[src/design/psg_pkg.sv]
// ----------------------------------------------------------------------------
// psg_pkg
// Shared types and constants of the sound generator bank.
// ----------------------------------------------------------------------------
package psg_pkg;

  localparam int unsigned RegAddrW = 4;

  // configuration register indexes
  localparam logic [2:0] CfgNumChips  = 3'd0;
  localparam logic [2:0] CfgPhaseStep = 3'd1;
  localparam logic [2:0] CfgGain      = 3'd2;
  localparam logic [2:0] CfgEnvMode   = 3'd3;
  localparam logic [2:0] CfgVolDiv    = 3'd4;

  // generator register indexes
  localparam logic [3:0] RegNoisePer = 4'd6;
  localparam logic [3:0] RegEnable   = 4'd7;
  localparam logic [3:0] RegVolA     = 4'd8;
  localparam logic [3:0] RegEnvLo    = 4'd11;
  localparam logic [3:0] RegEnvHi    = 4'd12;
  localparam logic [3:0] RegShape    = 4'd13;

  typedef enum logic [3:0] {
    StIdle,
    StRead,     // issue register reads for one chip
    StLoad,     // capture register bytes
    StEnv,      // envelope update
    StNoise,    // noise update
    StChan,     // one tone channel
    StNext,     // write back chip state, advance chip
    StDiv3,     // scale the mix, dividing by three in envelope mode
    StDivV,     // divide by volume divisor
    StOut
  } state_e;

  // per-chip state word held in the state memory
  typedef struct packed {
    logic [5:0]  noise_phase;
    logic [16:0] noise_shift;
    logic [16:0] env_phase;
    logic [3:0]  env_level;
    logic        env_hold;
    logic [3:0]  env_shape;
  } chip_st_t;

  typedef struct packed {
    logic [12:0] phase;
    logic        pol;
  } tone_st_t;

  typedef struct packed {
    logic [3:0] num_chips;
    logic [3:0] phase_step;
    logic [3:0] gain;
    logic       env_mode;
    logic [4:0] vol_div;
  } cfg_t;

  function automatic logic [3:0] shape_level(input logic [3:0] s);
    shape_level = (s < 4'd4 || (s >= 4'd8 && s < 4'd12)) ? 4'd0 : 4'd15;
  endfunction

endpackage

[src/design/psg_tone_noise_envelope_mixer_top.sv]
// ----------------------------------------------------------------------------
// psg_tone_noise_envelope_mixer_top
// Bank of square-tone / noise / envelope generators mixed into one sample.
// ----------------------------------------------------------------------------
// Usage: requests enter on the s_axis group. tuser = kind (0 register write,
// 1 sample tick); tdata = {reg_data, reg_addr, chip}. A register write is
// accepted and then passes through the write-back state (a shape write
// rewrites the chip state and reloads the envelope) before the next request
// can be taken; it gives no result. A tick walks the mixed chips one after
// another, each with 16 fetches from the register file, load, envelope,
// noise, three tone channels and write-back, then the divide by three (in
// envelope mode; otherwise only a scale), the serial divide by the volume
// divisor and the load of the output register, which raises m_axis_tvalid.
// The block takes the next request only once that register is free, so a
// stalled receiver holds the input. After reset the register file reads as
// zero through one valid bit per entry, so no clearing pass is needed;
// configuration registers return to 2, 8, 5, 0, 1.
// ----------------------------------------------------------------------------
module psg_tone_noise_envelope_mixer_top #(
  parameter int unsigned MAX_CHIPS = 8
) (
  input  logic        clk_i,
  input  logic        rst_ni,
  input  logic        s_axis_tvalid,
  output logic        s_axis_tready,
  input  logic [15:0] s_axis_tdata,   // chip[2:0], reg_addr[6:3], reg_data[14:7]
  input  logic        s_axis_tuser,   // kind
  output logic        m_axis_tvalid,
  input  logic        m_axis_tready,
  output logic [31:0] m_axis_tdata,   // mix_value[15:0], dac_code[31:16]
  input  logic        psel,
  input  logic        penable,
  input  logic        pwrite,
  input  logic [4:0]  paddr,
  input  logic [31:0] pwdata,
  output logic [31:0] prdata,
  output logic        pready
);
  import psg_pkg::*;

  localparam int unsigned CW = (MAX_CHIPS > 1) ? $clog2(MAX_CHIPS) : 1;

  cfg_t cfg;
  psg_cfg u_cfg (.clk_i, .rst_ni, .psel, .penable, .pwrite, .paddr, .pwdata,
                 .prdata, .pready, .cfg_o(cfg));

  // memories
  logic [7:0]  regf   [MAX_CHIPS*16];
  chip_st_t    cmem   [MAX_CHIPS];
  tone_st_t    tmem   [MAX_CHIPS*3];
  logic [MAX_CHIPS*16-1:0] rvalid_q;
  logic [MAX_CHIPS-1:0] cvalid_q;
  logic [MAX_CHIPS*3-1:0] tv_q;

  state_e st_q, st_d;
  logic [CW-1:0] chip_q, chip_d;
  logic [3:0]   raddr_q, raddr_d;     // register fetch index
  logic [1:0]   ch_q, ch_d;
  logic [7:0]   rb_q [16];
  logic [7:0]   rd_q;
  logic         rdv_q;
  chip_st_t     cs_q, cs_d, crd_q;
  tone_st_t     trd_q;
  logic         is_wr_q, is_wr_d;
  logic [2:0]   wchip_q;
  logic [3:0]   waddr_q;
  logic [7:0]   wdata_q;
  logic signed [24:0] sum_q, sum_d;
  logic [3:0]   n_eff;
  logic         ovalid_q;
  logic [31:0]  odata_q;
  // serial divider
  logic [4:0]   dcnt_q, dcnt_d;
  logic [24:0]  dq_q, dq_d, dr_q, dr_d;
  logic         dneg_q, dneg_d;
  logic [15:0]  w_q, w_d;

  assign n_eff = (cfg.num_chips > 4'(MAX_CHIPS)) ? 4'(MAX_CHIPS) : cfg.num_chips;
  assign s_axis_tready = (st_q == StIdle) && !ovalid_q;
  assign m_axis_tvalid = ovalid_q;
  assign m_axis_tdata  = odata_q;

  logic acc;
  assign acc = s_axis_tvalid && s_axis_tready;

  // register file and state memory read address
  logic [CW+3:0] rf_addr;
  logic [CW-1:0] st_chip;
  logic [CW+1:0] t_addr, t_raddr;
  assign st_chip = acc ? s_axis_tdata[CW-1:0] : (is_wr_q ? wchip_q[CW-1:0] : chip_q);
  assign rf_addr = {chip_q, raddr_q};
  assign t_addr  = (CW+2)'(chip_q) * (CW+2)'(3) + (CW+2)'(ch_q);
  assign t_raddr = (CW+2)'(chip_d) * (CW+2)'(3) + (CW+2)'(ch_d);

  // current channel values
  logic [11:0] per;
  logic [1:0]  en;
  logic [3:0]  vol;
  logic        vsel;
  always_comb begin
    per  = {rb_q[{1'b0, ch_q, 1'b1}][3:0], rb_q[{1'b0, ch_q, 1'b0}]};
    en   = {rb_q[RegEnable][3'(ch_q) + 3'd3], rb_q[RegEnable][3'(ch_q)]} ^ 2'b11;
    vsel = cfg.env_mode && rb_q[RegVolA + 4'(ch_q)][4];
    vol  = vsel ? cs_q.env_level : rb_q[RegVolA + 4'(ch_q)][3:0];
  end

  // tone channel update
  tone_st_t tcur, tnew;
  logic signed [24:0] contrib;
  logic run, hi;
  logic [12:0] tp;
  always_comb begin
    tcur = tv_q[t_addr] ? trd_q : '0;
    tnew = tcur;
    run = (per != 0) && (en != 0) && (cfg.env_mode || vol != 0);
    hi = !((en[0] && tcur.pol) || (en[1] && !cs_q.noise_shift[0]));
    contrib = '0;
    if (run && vol != 0) begin
      contrib = 25'($signed({1'b0, 8'(cfg.gain * vol)}));
      if (!hi) contrib = -contrib;
    end
    tp = tcur.phase + 13'(cfg.phase_step);
    if (run) begin
      tnew.phase = tp;
      if (tp > {1'b0, per}) begin
        tnew.phase = tp - {1'b0, per};
        tnew.pol = !tcur.pol;
      end
    end
  end

  // envelope and noise update
  chip_st_t cenv, cnoise;
  logic [15:0] eper;
  logic [4:0]  nper;
  logic [16:0] ep;
  logic [5:0]  npn;
  always_comb begin
    eper = {rb_q[RegEnvHi], rb_q[RegEnvLo]};
    nper = rb_q[RegNoisePer][4:0];
    cenv = cs_q;
    ep = cs_q.env_phase + 17'(cfg.phase_step);
    if (cfg.env_mode && !cs_q.env_hold && eper != 0) begin
      cenv.env_phase = ep;
      if (ep >= {1'b0, eper}) begin
        cenv.env_phase = ep - {1'b0, eper};
        if (!cs_q.env_shape[3]) begin
          if (cs_q.env_level == 4'd15) begin
            cenv.env_level = cs_q.env_shape[0] ? 4'd0 : 4'd15;
            if (cs_q.env_shape[1]) cenv.env_hold = 1'b1;
          end else cenv.env_level = cs_q.env_level + 4'd1;
        end else begin
          if (cs_q.env_level == 4'd0) begin
            cenv.env_level = cs_q.env_shape[0] ? 4'd15 : 4'd0;
            if (cs_q.env_shape[1]) cenv.env_hold = 1'b1;
          end else cenv.env_level = cs_q.env_level - 4'd1;
        end
      end
    end
    cnoise = cs_q;
    npn = cs_q.noise_phase + 6'(cfg.phase_step);
    if (nper != 0) begin
      cnoise.noise_phase = npn;
      if (npn > {1'b0, nper}) begin
        cnoise.noise_phase = npn - {1'b0, nper};
        cnoise.noise_shift = {cs_q.noise_shift[0] ^ cs_q.noise_shift[3],
                              cs_q.noise_shift[16:1]};
      end
    end
  end

  chip_st_t cread;
  assign cread = cvalid_q[st_chip] ? crd_q
               : '{noise_shift: 17'd1, default: '0};

  // divide the mix by three through the reciprocal, truncating toward zero
  logic [15:0] d3_mag, d3_quo, w3;
  logic [31:0] d3_prod;
  always_comb begin
    d3_mag  = sum_q[24] ? 16'(-sum_q) : 16'(sum_q);
    d3_prod = 32'(d3_mag) * 32'd43691;
    d3_quo  = 16'(d3_prod >> 17);
    w3      = sum_q[24] ? 16'(16'd0 - (d3_quo << 6)) : 16'(d3_quo << 6);
  end

  // next state and datapath
  always_comb begin
    st_d = st_q; chip_d = chip_q; raddr_d = raddr_q; ch_d = ch_q;
    cs_d = cs_q; is_wr_d = is_wr_q; sum_d = sum_q;
    dcnt_d = dcnt_q; dq_d = dq_q; dr_d = dr_q; dneg_d = dneg_q; w_d = w_q;
    case (st_q)
      StIdle: begin
        if (acc) begin
          is_wr_d = !s_axis_tuser;
          chip_d = '0; raddr_d = '0; ch_d = '0; sum_d = '0;
          if (s_axis_tuser) st_d = (n_eff == 0) ? StDiv3 : StRead;
          else st_d = (32'(s_axis_tdata[2:0]) < MAX_CHIPS) ? StNext : StIdle;
        end
      end
      StRead: begin
        raddr_d = raddr_q + 4'd1;
        if (raddr_q == 4'd15) st_d = StLoad;
      end
      StLoad: begin
        cs_d = cread;
        st_d = StEnv;
      end
      StEnv: begin
        cs_d = cenv;
        st_d = StNoise;
      end
      StNoise: begin
        cs_d = cnoise;
        st_d = StChan;
      end
      StChan: begin
        sum_d = sum_q + contrib;
        if (ch_q == 2'd2) st_d = StNext;
        else ch_d = ch_q + 2'd1;
      end
      StNext: begin
        if (is_wr_q) st_d = StIdle;
        else begin
          ch_d = '0; raddr_d = '0;
          chip_d = chip_q + CW'(1);
          if (4'(chip_q) + 4'd1 >= n_eff) st_d = StDiv3;
          else st_d = StRead;
        end
        dcnt_d = '0;
      end
      StDiv3: begin
        w_d = cfg.env_mode ? w3 : 16'(sum_q <<< 6);
        st_d = StDivV;
        dcnt_d = '0;
      end
      StDivV: begin
        if (dcnt_q == 5'd0) begin
          dneg_d = w_q[15];
          dq_d = 25'(w_q[15] ? 16'(-w_q) : w_q);
          dr_d = '0;
          dcnt_d = 5'd1;
        end else begin
          dr_d = {dr_q[23:0], dq_q[15]};
          dq_d = {dq_q[23:0], 1'b0};
          if ({dr_q[23:0], dq_q[15]} >=
              25'((cfg.vol_div == 0) ? 5'd1 : cfg.vol_div)) begin
            dr_d = {dr_q[23:0], dq_q[15]} -
                   25'((cfg.vol_div == 0) ? 5'd1 : cfg.vol_div);
            dq_d[0] = 1'b1;
          end
          dcnt_d = dcnt_q + 5'd1;
          if (dcnt_q == 5'd16) st_d = StOut;
        end
      end
      StOut: st_d = StIdle;
      default: st_d = StIdle;
    endcase
  end

  // quotient sign for the DAC code
  logic [15:0] qv;
  assign qv = dneg_q ? 16'(-dq_q[15:0]) : dq_q[15:0];

  // memory ports
  always_ff @(posedge clk_i) begin
    rd_q  <= regf[rf_addr];
    rdv_q <= rvalid_q[rf_addr];
    crd_q <= cmem[st_chip];
    trd_q <= tmem[t_raddr];
    if (acc && !s_axis_tuser && 32'(s_axis_tdata[2:0]) < MAX_CHIPS)
      regf[{s_axis_tdata[CW-1:0], s_axis_tdata[6:3]}] <= s_axis_tdata[14:7];
    if (st_q == StChan) tmem[t_addr] <= tnew;
    if (st_q == StNext) begin
      if (is_wr_q) begin
        if (waddr_q == RegShape)
          cmem[st_chip] <= '{noise_phase: cread.noise_phase,
                             noise_shift: cread.noise_shift,
                             env_phase: '0, env_level: shape_level(wdata_q[3:0]),
                             env_hold: 1'b0, env_shape: wdata_q[3:0]};
      end else cmem[st_chip] <= cs_q;
    end
    if (st_q == StRead || st_q == StLoad) begin
      if (st_q == StLoad || raddr_q != 4'd0)
        rb_q[raddr_q - 4'd1] <= rdv_q ? rd_q : 8'd0;
    end
    if (acc) begin
      wchip_q <= s_axis_tdata[2:0];
      waddr_q <= s_axis_tdata[6:3];
      wdata_q <= s_axis_tdata[14:7];
    end
    if (st_q == StOut) odata_q <= {16'h8000 + qv, w_q};
  end

  // control registers
  always_ff @(posedge clk_i or negedge rst_ni) begin
    if (!rst_ni) begin
      st_q <= StIdle; chip_q <= '0; raddr_q <= '0; ch_q <= '0;
      is_wr_q <= 1'b0; ovalid_q <= 1'b0;
      rvalid_q <= '0; cvalid_q <= '0; tv_q <= '0;
      cs_q <= '0; sum_q <= '0; dcnt_q <= '0; dq_q <= '0; dr_q <= '0;
      dneg_q <= 1'b0; w_q <= '0;
    end else begin
      st_q <= st_d; chip_q <= chip_d; raddr_q <= raddr_d; ch_q <= ch_d;
      is_wr_q <= is_wr_d; cs_q <= cs_d; sum_q <= sum_d;
      dcnt_q <= dcnt_d; dq_q <= dq_d; dr_q <= dr_d; dneg_q <= dneg_d; w_q <= w_d;
      if (acc && !s_axis_tuser && 32'(s_axis_tdata[2:0]) < MAX_CHIPS)
        rvalid_q[{s_axis_tdata[CW-1:0], s_axis_tdata[6:3]}] <= 1'b1;
      if (st_q == StChan) tv_q[t_addr] <= 1'b1;
      if (st_q == StNext && (!is_wr_q || waddr_q == RegShape))
        cvalid_q[st_chip] <= 1'b1;
      if (st_q == StOut) ovalid_q <= 1'b1;
      else if (m_axis_tready) ovalid_q <= 1'b0;
    end
  end
endmodule

[src/design/psg_cfg.sv]
// ----------------------------------------------------------------------------
// psg_cfg
// APB register block for the mixer configuration.
// ----------------------------------------------------------------------------
module psg_cfg (
  input  logic           clk_i,
  input  logic           rst_ni,
  input  logic           psel,
  input  logic           penable,
  input  logic           pwrite,
  input  logic [4:0]     paddr,
  input  logic [31:0]    pwdata,
  output logic [31:0]    prdata,
  output logic           pready,
  output psg_pkg::cfg_t  cfg_o
);
  import psg_pkg::*;

  cfg_t cfg_q, cfg_d;
  logic wr;

  assign pready = 1'b1;
  assign wr = psel && penable && pwrite;
  assign cfg_o = cfg_q;

  // decode write
  always_comb begin
    cfg_d = cfg_q;
    if (wr && paddr[1:0] == 2'b00) begin
      case (paddr[4:2])
        CfgNumChips:  cfg_d.num_chips  = pwdata[3:0];
        CfgPhaseStep: cfg_d.phase_step = pwdata[3:0];
        CfgGain:      cfg_d.gain       = pwdata[3:0];
        CfgEnvMode:   cfg_d.env_mode   = pwdata[0];
        CfgVolDiv:    cfg_d.vol_div    = pwdata[4:0];
        default: ;
      endcase
    end
  end

  // read back
  always_comb begin
    prdata = '0;
    case (paddr[4:2])
      CfgNumChips:  prdata = {28'd0, cfg_q.num_chips};
      CfgPhaseStep: prdata = {28'd0, cfg_q.phase_step};
      CfgGain:      prdata = {28'd0, cfg_q.gain};
      CfgEnvMode:   prdata = {31'd0, cfg_q.env_mode};
      CfgVolDiv:    prdata = {27'd0, cfg_q.vol_div};
      default:      prdata = '0;
    endcase
  end

  always_ff @(posedge clk_i or negedge rst_ni) begin
    if (!rst_ni) begin
      cfg_q <= '{num_chips: 4'd2, phase_step: 4'd8, gain: 4'd5, env_mode: 1'b0,
                 vol_div: 5'd1};
    end else begin
      cfg_q <= cfg_d;
    end
  end
endmodule
[config.mk]
export PLATFORM = sky130hd
export DESIGN_NAME = psg_tone_noise_envelope_mixer_top
export DESIGN_NICKNAME = d
export VERILOG_FILES = /design/src/design/psg_pkg.sv /design/src/design/psg_tone_noise_envelope_mixer_top.sv /design/src/design/psg_cfg.sv
export SDC_FILE = /design/constraint.sdc
export NUM_CORES = 2
export LEC_CHECK = 0
export ABC_CLOCK_PERIOD_IN_PS = 13000
export BUFFER_PORTS_ARGS = -buffer_cell sky130_fd_sc_hd__buf_2
export CAP_MARGIN = 20
export CORE_UTILIZATION = 32
export CTS_CLUSTER_DIAMETER = 100
export DETAILED_ROUTE_END_ITERATION = 10
export PLACE_DENSITY_LB_ADDON = 0.25
export SKIP_CTS_REPAIR_TIMING = 1
export SLEW_MARGIN = 10
export SYNTH_ARGS = -nofsm -noshare
export SYNTH_HDL_FRONTEND = slang
export SYNTH_SLANG_ARGS = --single-unit
[constraint.sdc]
create_clock -name clk_i -period 13 [get_ports clk_i]
set_input_delay 1.3 -clock clk_i [delete_from_list [all_inputs] [get_ports clk_i]]
set_output_delay 1.3 -clock clk_i [all_outputs]
set_load 0.02 [all_outputs]
### Word-level counts from Yosys, hierarchy flattened

Memories as Yosys holds them, arrays and structs flattened. A register that Yosys moved wholly into a read port is not among the register bits.
Index checks and enable logic that the tools add are counted.

* memory bits (writable): 1880
* memories: 4
* word-level logic and storage cells: 281
* output and inout port bits: 67
* register bits after elaboration: 373

Memories
* regf: depth 128, width 8, read ports 1, clocked after memory_dff 1, wr ports 1, RTL line psg_tone_noise_envelope_mixer_top.sv:48 `logic [7:0] regf [MAX_CHIPS*16];`
* cmem: depth 8, width 49, read ports 1, clocked after memory_dff 1, wr ports 1, RTL line psg_tone_noise_envelope_mixer_top.sv:49 `chip_st_t cmem [MAX_CHIPS];`
* tmem: depth 24, width 14, read ports 1, clocked after memory_dff 1, wr ports 1, RTL line psg_tone_noise_envelope_mixer_top.sv:50 `tone_st_t tmem [MAX_CHIPS*3];`
* rb_q: depth 16, width 8, read ports 7, clocked after memory_dff 0, wr ports 1, RTL line psg_tone_noise_envelope_mixer_top.sv:59 `logic [7:0] rb_q [16];`

* add/sub/neg operators: 26
* reductions and logical operators: 67
* muxes and demuxes: 93
* bitwise logic cells: 8
* equal/unequal tests: 30
* multiply operators: 4
* $lt $le $gt $ge: 18

Operators by type and width (number)
* case mux 49 bit (3 select lines): 1
* bitwise OR 128 bit: 1
* 2-to-1 mux 49 bit: 2
* 2-to-1 mux 16 bit: 6
* 2-to-1 mux 25 bit: 3
* 2-to-1 mux 4 bit: 14
* case mux 25 bit (2 select lines): 1
* 2-to-1 mux 24 bit: 2
* negation 16 bit: 3
* 2-to-1 mux 23 bit: 2
* 2-to-1 mux 22 bit: 2
* 2-to-1 mux 14 bit: 3
* case mux 4 bit (9 select lines): 1
* 2-to-1 mux 1 bit: 28
* multiplier 16 x 16 -> 27 bit, second input constant: 1
* adder 25 bit: 1
* >= comparator 25 x 5 -> 1 bit: 1
* negation 8 -> 25 bit: 1
* case mux 5 bit (5 select lines): 1
* 2-to-1 mux 3 bit: 8
* bitwise OR 24 bit: 1
* subtractor 24 x 5 -> 24 bit: 1
* == test 4 bit, second input constant: 5
* inequality test 2 bit, second input constant: 10
* 81 further kinds: 147

### Logic depth before layout (Yosys ltp)

* word-level depth: 11
* gate-level depth with buffers: 34
* mapped depth without buffers: 34

### Modules after synthesis

Synthesis repeated with hierarchy kept, for this count alone.

* cells, all modules: 5815
* area total of the unflattened synthesis: 97873.9 um2

By module, submodules not included
* psg_tone_noise_envelope_mixer_top: sequential area each 65002.3 um2, cells an instance 5721, area each 96760.3 um2, times used 1
* psg_cfg: sequential area each 456.7 um2, cells an instance 94, area each 1113.6 um2, times used 1

### Worst setup path before layout

Ideal clock, no wire load.

* path kind: reg2reg
* from: reg chip_q[1]
* to: mem tmem[0][9] in the netlist's numbering (data pin)
* arrival: 8.232 ns
* period minus slack after synthesis: 8.749 ns
* required time: 12.483 ns
* stages on the path, launching flop included: 28
* path buffers: 4
* setup slack: 4.251 ns
* cell sequence: dfrtp_1 inv_1 clkbuf_1 clkbuf_1 ha_1 inv_1 fa_1 xor2_1 mux4_2 a21oi_1 clkbuf_1 buf_1 nor2b_1 ha_1 a21oi_1 nor2b_1 o21ai_0 nor2_1 nand3_1 xor2_1 nor2_1 ha_1 nand4_1 or3_1 nand2_1 and2_1 nand2_1 o311ai_0

RTL lines
* start: declaration: RTL line psg_tone_noise_envelope_mixer_top.sv:56 `logic [CW-1:0] chip_q, chip_d;`
* start signal: assignment: RTL line psg_tone_noise_envelope_mixer_top.sv:303 `st_q <= st_d; chip_q <= chip_d; raddr_q <= raddr_d; ch_q <= ch_d;`
* end: declaration: RTL line psg_tone_noise_envelope_mixer_top.sv:50

### Worst setup path after layout

* from: reg sum_q[0]
* to: reg w_q[10]

* longest elaborated chain between the ends: 6

Ends and longest elaborated chain
* start: declaration: RTL line psg_tone_noise_envelope_mixer_top.sv:68 `logic signed [24:0] sum_q, sum_d;`
* start signal: assignment: RTL line psg_tone_noise_envelope_mixer_top.sv:304 `is_wr_q <= is_wr_d; cs_q <= cs_d; sum_q <= sum_d;`
* negation 16 bit: RTL line psg_tone_noise_envelope_mixer_top.sv:180 `d3_mag = sum_q[24] ? 16'(-sum_q) : 16'(sum_q);`
* 2-to-1 mux 16 bit *: RTL line psg_tone_noise_envelope_mixer_top.sv:180
* multiplier 16 x 16 -> 27 bit *: RTL line psg_tone_noise_envelope_mixer_top.sv:181 `d3_prod = 32'(d3_mag) * 32'd43691;`
* subtractor 1 x 16 -> 16 bit: RTL line psg_tone_noise_envelope_mixer_top.sv:183 `w3 = sum_q[24] ? 16'(16'd0 - (d3_quo << 6)) : 16'(d3_quo << 6);`
* 2-to-1 mux 16 bit *: RTL line psg_tone_noise_envelope_mixer_top.sv:183
* 2-to-1 mux 16 bit *: RTL line psg_tone_noise_envelope_mixer_top.sv:232 `w_d = cfg.env_mode ? w3 : 16'(sum_q <<< 6);`
* end signal: assignment: RTL line psg_tone_noise_envelope_mixer_top.sv:305 `dcnt_q <= dcnt_d; dq_q <= dq_d; dr_q <= dr_d; dneg_q <= dneg_d; w_q <= w_d;`
* end: declaration: RTL line psg_tone_noise_envelope_mixer_top.sv:76 `logic [15:0] w_q, w_d;`

Every way passes the cells marked *; elsewhere a longest branch is shown, timed or not.
A chain may end at the register's enable or synchronous reset.

==> results.yml <==
run_status:
  status: "finished clean"
timing:
  fmax_ghz: 0.1077
  maxSlewHeadroom_pct: 23.94
  rsz0062_at_grt: "no"
  tns_ns: 0
  hold_slack_ns: 0.4291
  fin_crit_sh_pct: 71.43
  finalSetupViolCount: 0
  drv_slew: 0
  max_slew.worst_pin.slew_ns: 1.141
  skew_ns: 0.08046
  fin_crit_ns: 9.286
  final-hold-violation-count: 0
global_route:
  met2_usage_pct: 25.47
  grt_pass1_wl_um: 358000
  grt_usage_pct: 15.44
  grt_pass1_vias: 53580
  overflow: 0
  use_met1_pct: 21.45
  use_met3_pct: 2.034
  grt-busiest-layer: "met2"
  grt_max_degree: 113
  antenna_found_initial: 13
synthesis:
  seq_area_frac_synth_pct: 66.84
  synth.largest_area_cell: "edfxtp_1"
  synth_cells: 5867
  yosysMostFrequentCell: "edfxtp_1"
  synth_edf_count: 1864
  synth-main-ff-cell: "edfxtp_1"
  synth_common_cells: "edfxtp_1, mux4_2, nand2_1, nor2_1, dfrtp_1"
  synthArstFlopShare_pct: 14.27
  ys_ff_latch: 2257
  netlist_area_um2: 97930
  syn_area_per_cell_um2: 16.69
  yosysWarningCount: 0
  synth_cell_types: 86
  synth_area_leaders: "edfxtp_1, mux4_2, dfrtp_1"
  netlist.area_leader.share_pct: 57.16
cells_and_area:
  drive_above_1_share_pct: 22.41
  layout.nets: 6396
  area_growth_syn_to_layout_pct: 14.04
  fillCellCount: 28270
drt:
  ant_nets: 0
  wl_um: 239400
  drc_errors: 0
  drt_iter0_markers: 4024
  firstDrtPassIters: 6
  vias_per_cell: 5.011
  wl_per_cell_um: 23.17
  num_vias: 51750
setup_path:
  critPathKind: "reg2reg"
  endpoint_kind: "flop"
  r2r-end: "w_q[10]"
  cp_top_family: "adder cells"
  crit_path_frequent_cell: "inv_1"
  worstPathArrival_ns: 10.04
  r2r_start: "sum_q[0]"
  r2r_slack_ns: 3.71
  critPathLaunchType: "flop"
  ff2ff_path_depth: 33
  max_stage_delay_ns: 0.68
  crit_required_ns: 13.75
  cpMaxStageDelayCell: "o41ai_1"
  critPathBufInv: 6
  crit_fanout: 8
power:
  leakage_uw: 0.03960
  power.density_nw_per_um2: 246.0
  peakVddDrop_uv: 184.3
place:
  globalplace.congestion: 0.8051
  dp_hpwl_um: 148400
  port_buffers: 65
floorplanning:
  core_area_um2: 303500
  ioPinCount: 128
  initial_core_util_pct: 32.26
  die_width_um: 555.2
  num_rows: 202
  die_h_um: 555.2
  die_area_um2: 308200
clock_network:
  cts_buffer_depth: 4
  cts_root_buffer: "clkbuf_16"
  clk_latency_ns: 0.91
  ctsHtreeMaxLevel: 4
  numCtsBuffers: 243
  clkTransAtPathRegs_ns: 0.06
  cts_sinks: 2257
  cts_tree: "done"
job:
  max-cap-violations: 0
min_path:
  min_path_type: "in2async"
metal layers:
layer,vias to the layer above,wire (um)
met4,0,5710
met1,27250,107100
met3,331,11090
met2,1172,115500
met5,-,0
li1,23000,-
worst register-to-register path, delay by kind of cell (launching register included):
family                     cells  cell delay [ns]
adders and majority gates      9             3.39
DFF                            1             0.52
and+or+nand+nor                9             1.87
xor gates and xnor gates       3             0.94
buffers and inverters          6             0.54
AOI/OAI and AO/OA              6             1.87
cells in the final DEF, fill, tap and decap left out, drive strengths merged, types with 23 or more instances in the layout:
cell	n
a21o	51
a21oi	162
a22oi	23
and2	42
buf	178
bufinv	28
clkbuf	310
clkinv	97
conb	34
dfrtp	317
dfxtp	71
edfxtp	1864
fa	82
ha	223
inv	248
mux2	41
mux2i	142
mux4	553
nand2	359
nand2b	25
nand3	60
nor2	334
nor2b	39
nor3	40
nor3b	23
o21ai	201
o221ai	49
or2	171
or3	26
xnor2	108
xor2	63
state kept, by name (all words and copies together) (netlist names), 5 cells and up:
register / count
regf: 1024
cenv: 26
cnoise: 22
w_q: 10
tmem: 336
dq_q: 16
tv_q: 24
dr_q: 24
rb_q: 83
m_axis_tdata: 26
crd_q: 48
rvalid_q: 128
sum_q: 25
dcnt_q: 5
rd_q: 8
u_cfg.cfg_o: 18
cvalid_q: 8
cmem: 384
trd_q: 14
kinds of logic (layout without fill, tap and decap cells):
family / count (synthesis) / in the layout / synth area share [%]
AO/OA/AOI/OAI: 645 / 645 / 4.205
other: 2 / 39 / 0.007669
buffers and inverters: 531 / 876 / 2.196
multiplexers: 736 / 736 / 14.64
adder cells (fa/ha/maj): 305 / 305 / 4.525
AND/OR/NAND/NOR: 1220 / 1220 / 6.048
flip-flops: 2257 / 2257 / 66.84
XOR/XNOR: 171 / 171 / 1.529
report_power, final:
group / switching, uW / internal [uW] / leakage [uW]
logic: 6310 / 4300 / 0.0137
clock network: 2920 / 4150 / 0.00402
registers: 492 / 9300 / 0.0219
worst max-delay path by stage:
stage	slack (ns)	start	end	depth (start not counted)
floorplan	4.25	chip_q[1]	tmem[0][9]	27
global placement	3.64	sum_q[0]	w_q[10]	33
detailed placement	3.67	sum_q[0]	w_q[10]	33
CTS	3.60	sum_q[0]	w_q[10]	33
global route	3.09	sum_q[0]	w_q[10]	33
finish	3.71	sum_q[0]	w_q[10]	33
per-stage QoR:
stage / std cells / area, um^2 / util [%] / power (uW) / setup WS, ns
6_report: 10330 / 111700 / 36.79 / 27470 / 3.714
5_1_grt: 10330 / 111700 / 36.79 / 29140 / 3.090
4_1_cts: 10320 / 111600 / 36.76 / 27880 / 3.599
3_5_place_dp: 9860 / 103400 / 34.05 / 20750 / 3.667
3_3_place_gp: 9859 / 103300 / 34.05 / 20590 / 3.642
2_1_floorplan: 5899 / 98050 / - / 17400 / 4.251
layout make-up:
cell class / count / area [um^2] / share of cell area, %
sequential: 2257 / 65470 / 58.62
multi-input combinational: 3111 / 30680 / 27.47
clock buffer: 309 / 6601 / 5.911
tap: 4080 / 5105 / 4.571
clock inverter: 150 / 1624 / 1.454
timing repair buffer: 179 / 1292 / 1.157
inverter: 238 / 895.9 / 0.8022
antenna: 5 / 12.51 / 0.01120
Note: power is estimated with default switching activity, not from simulation.
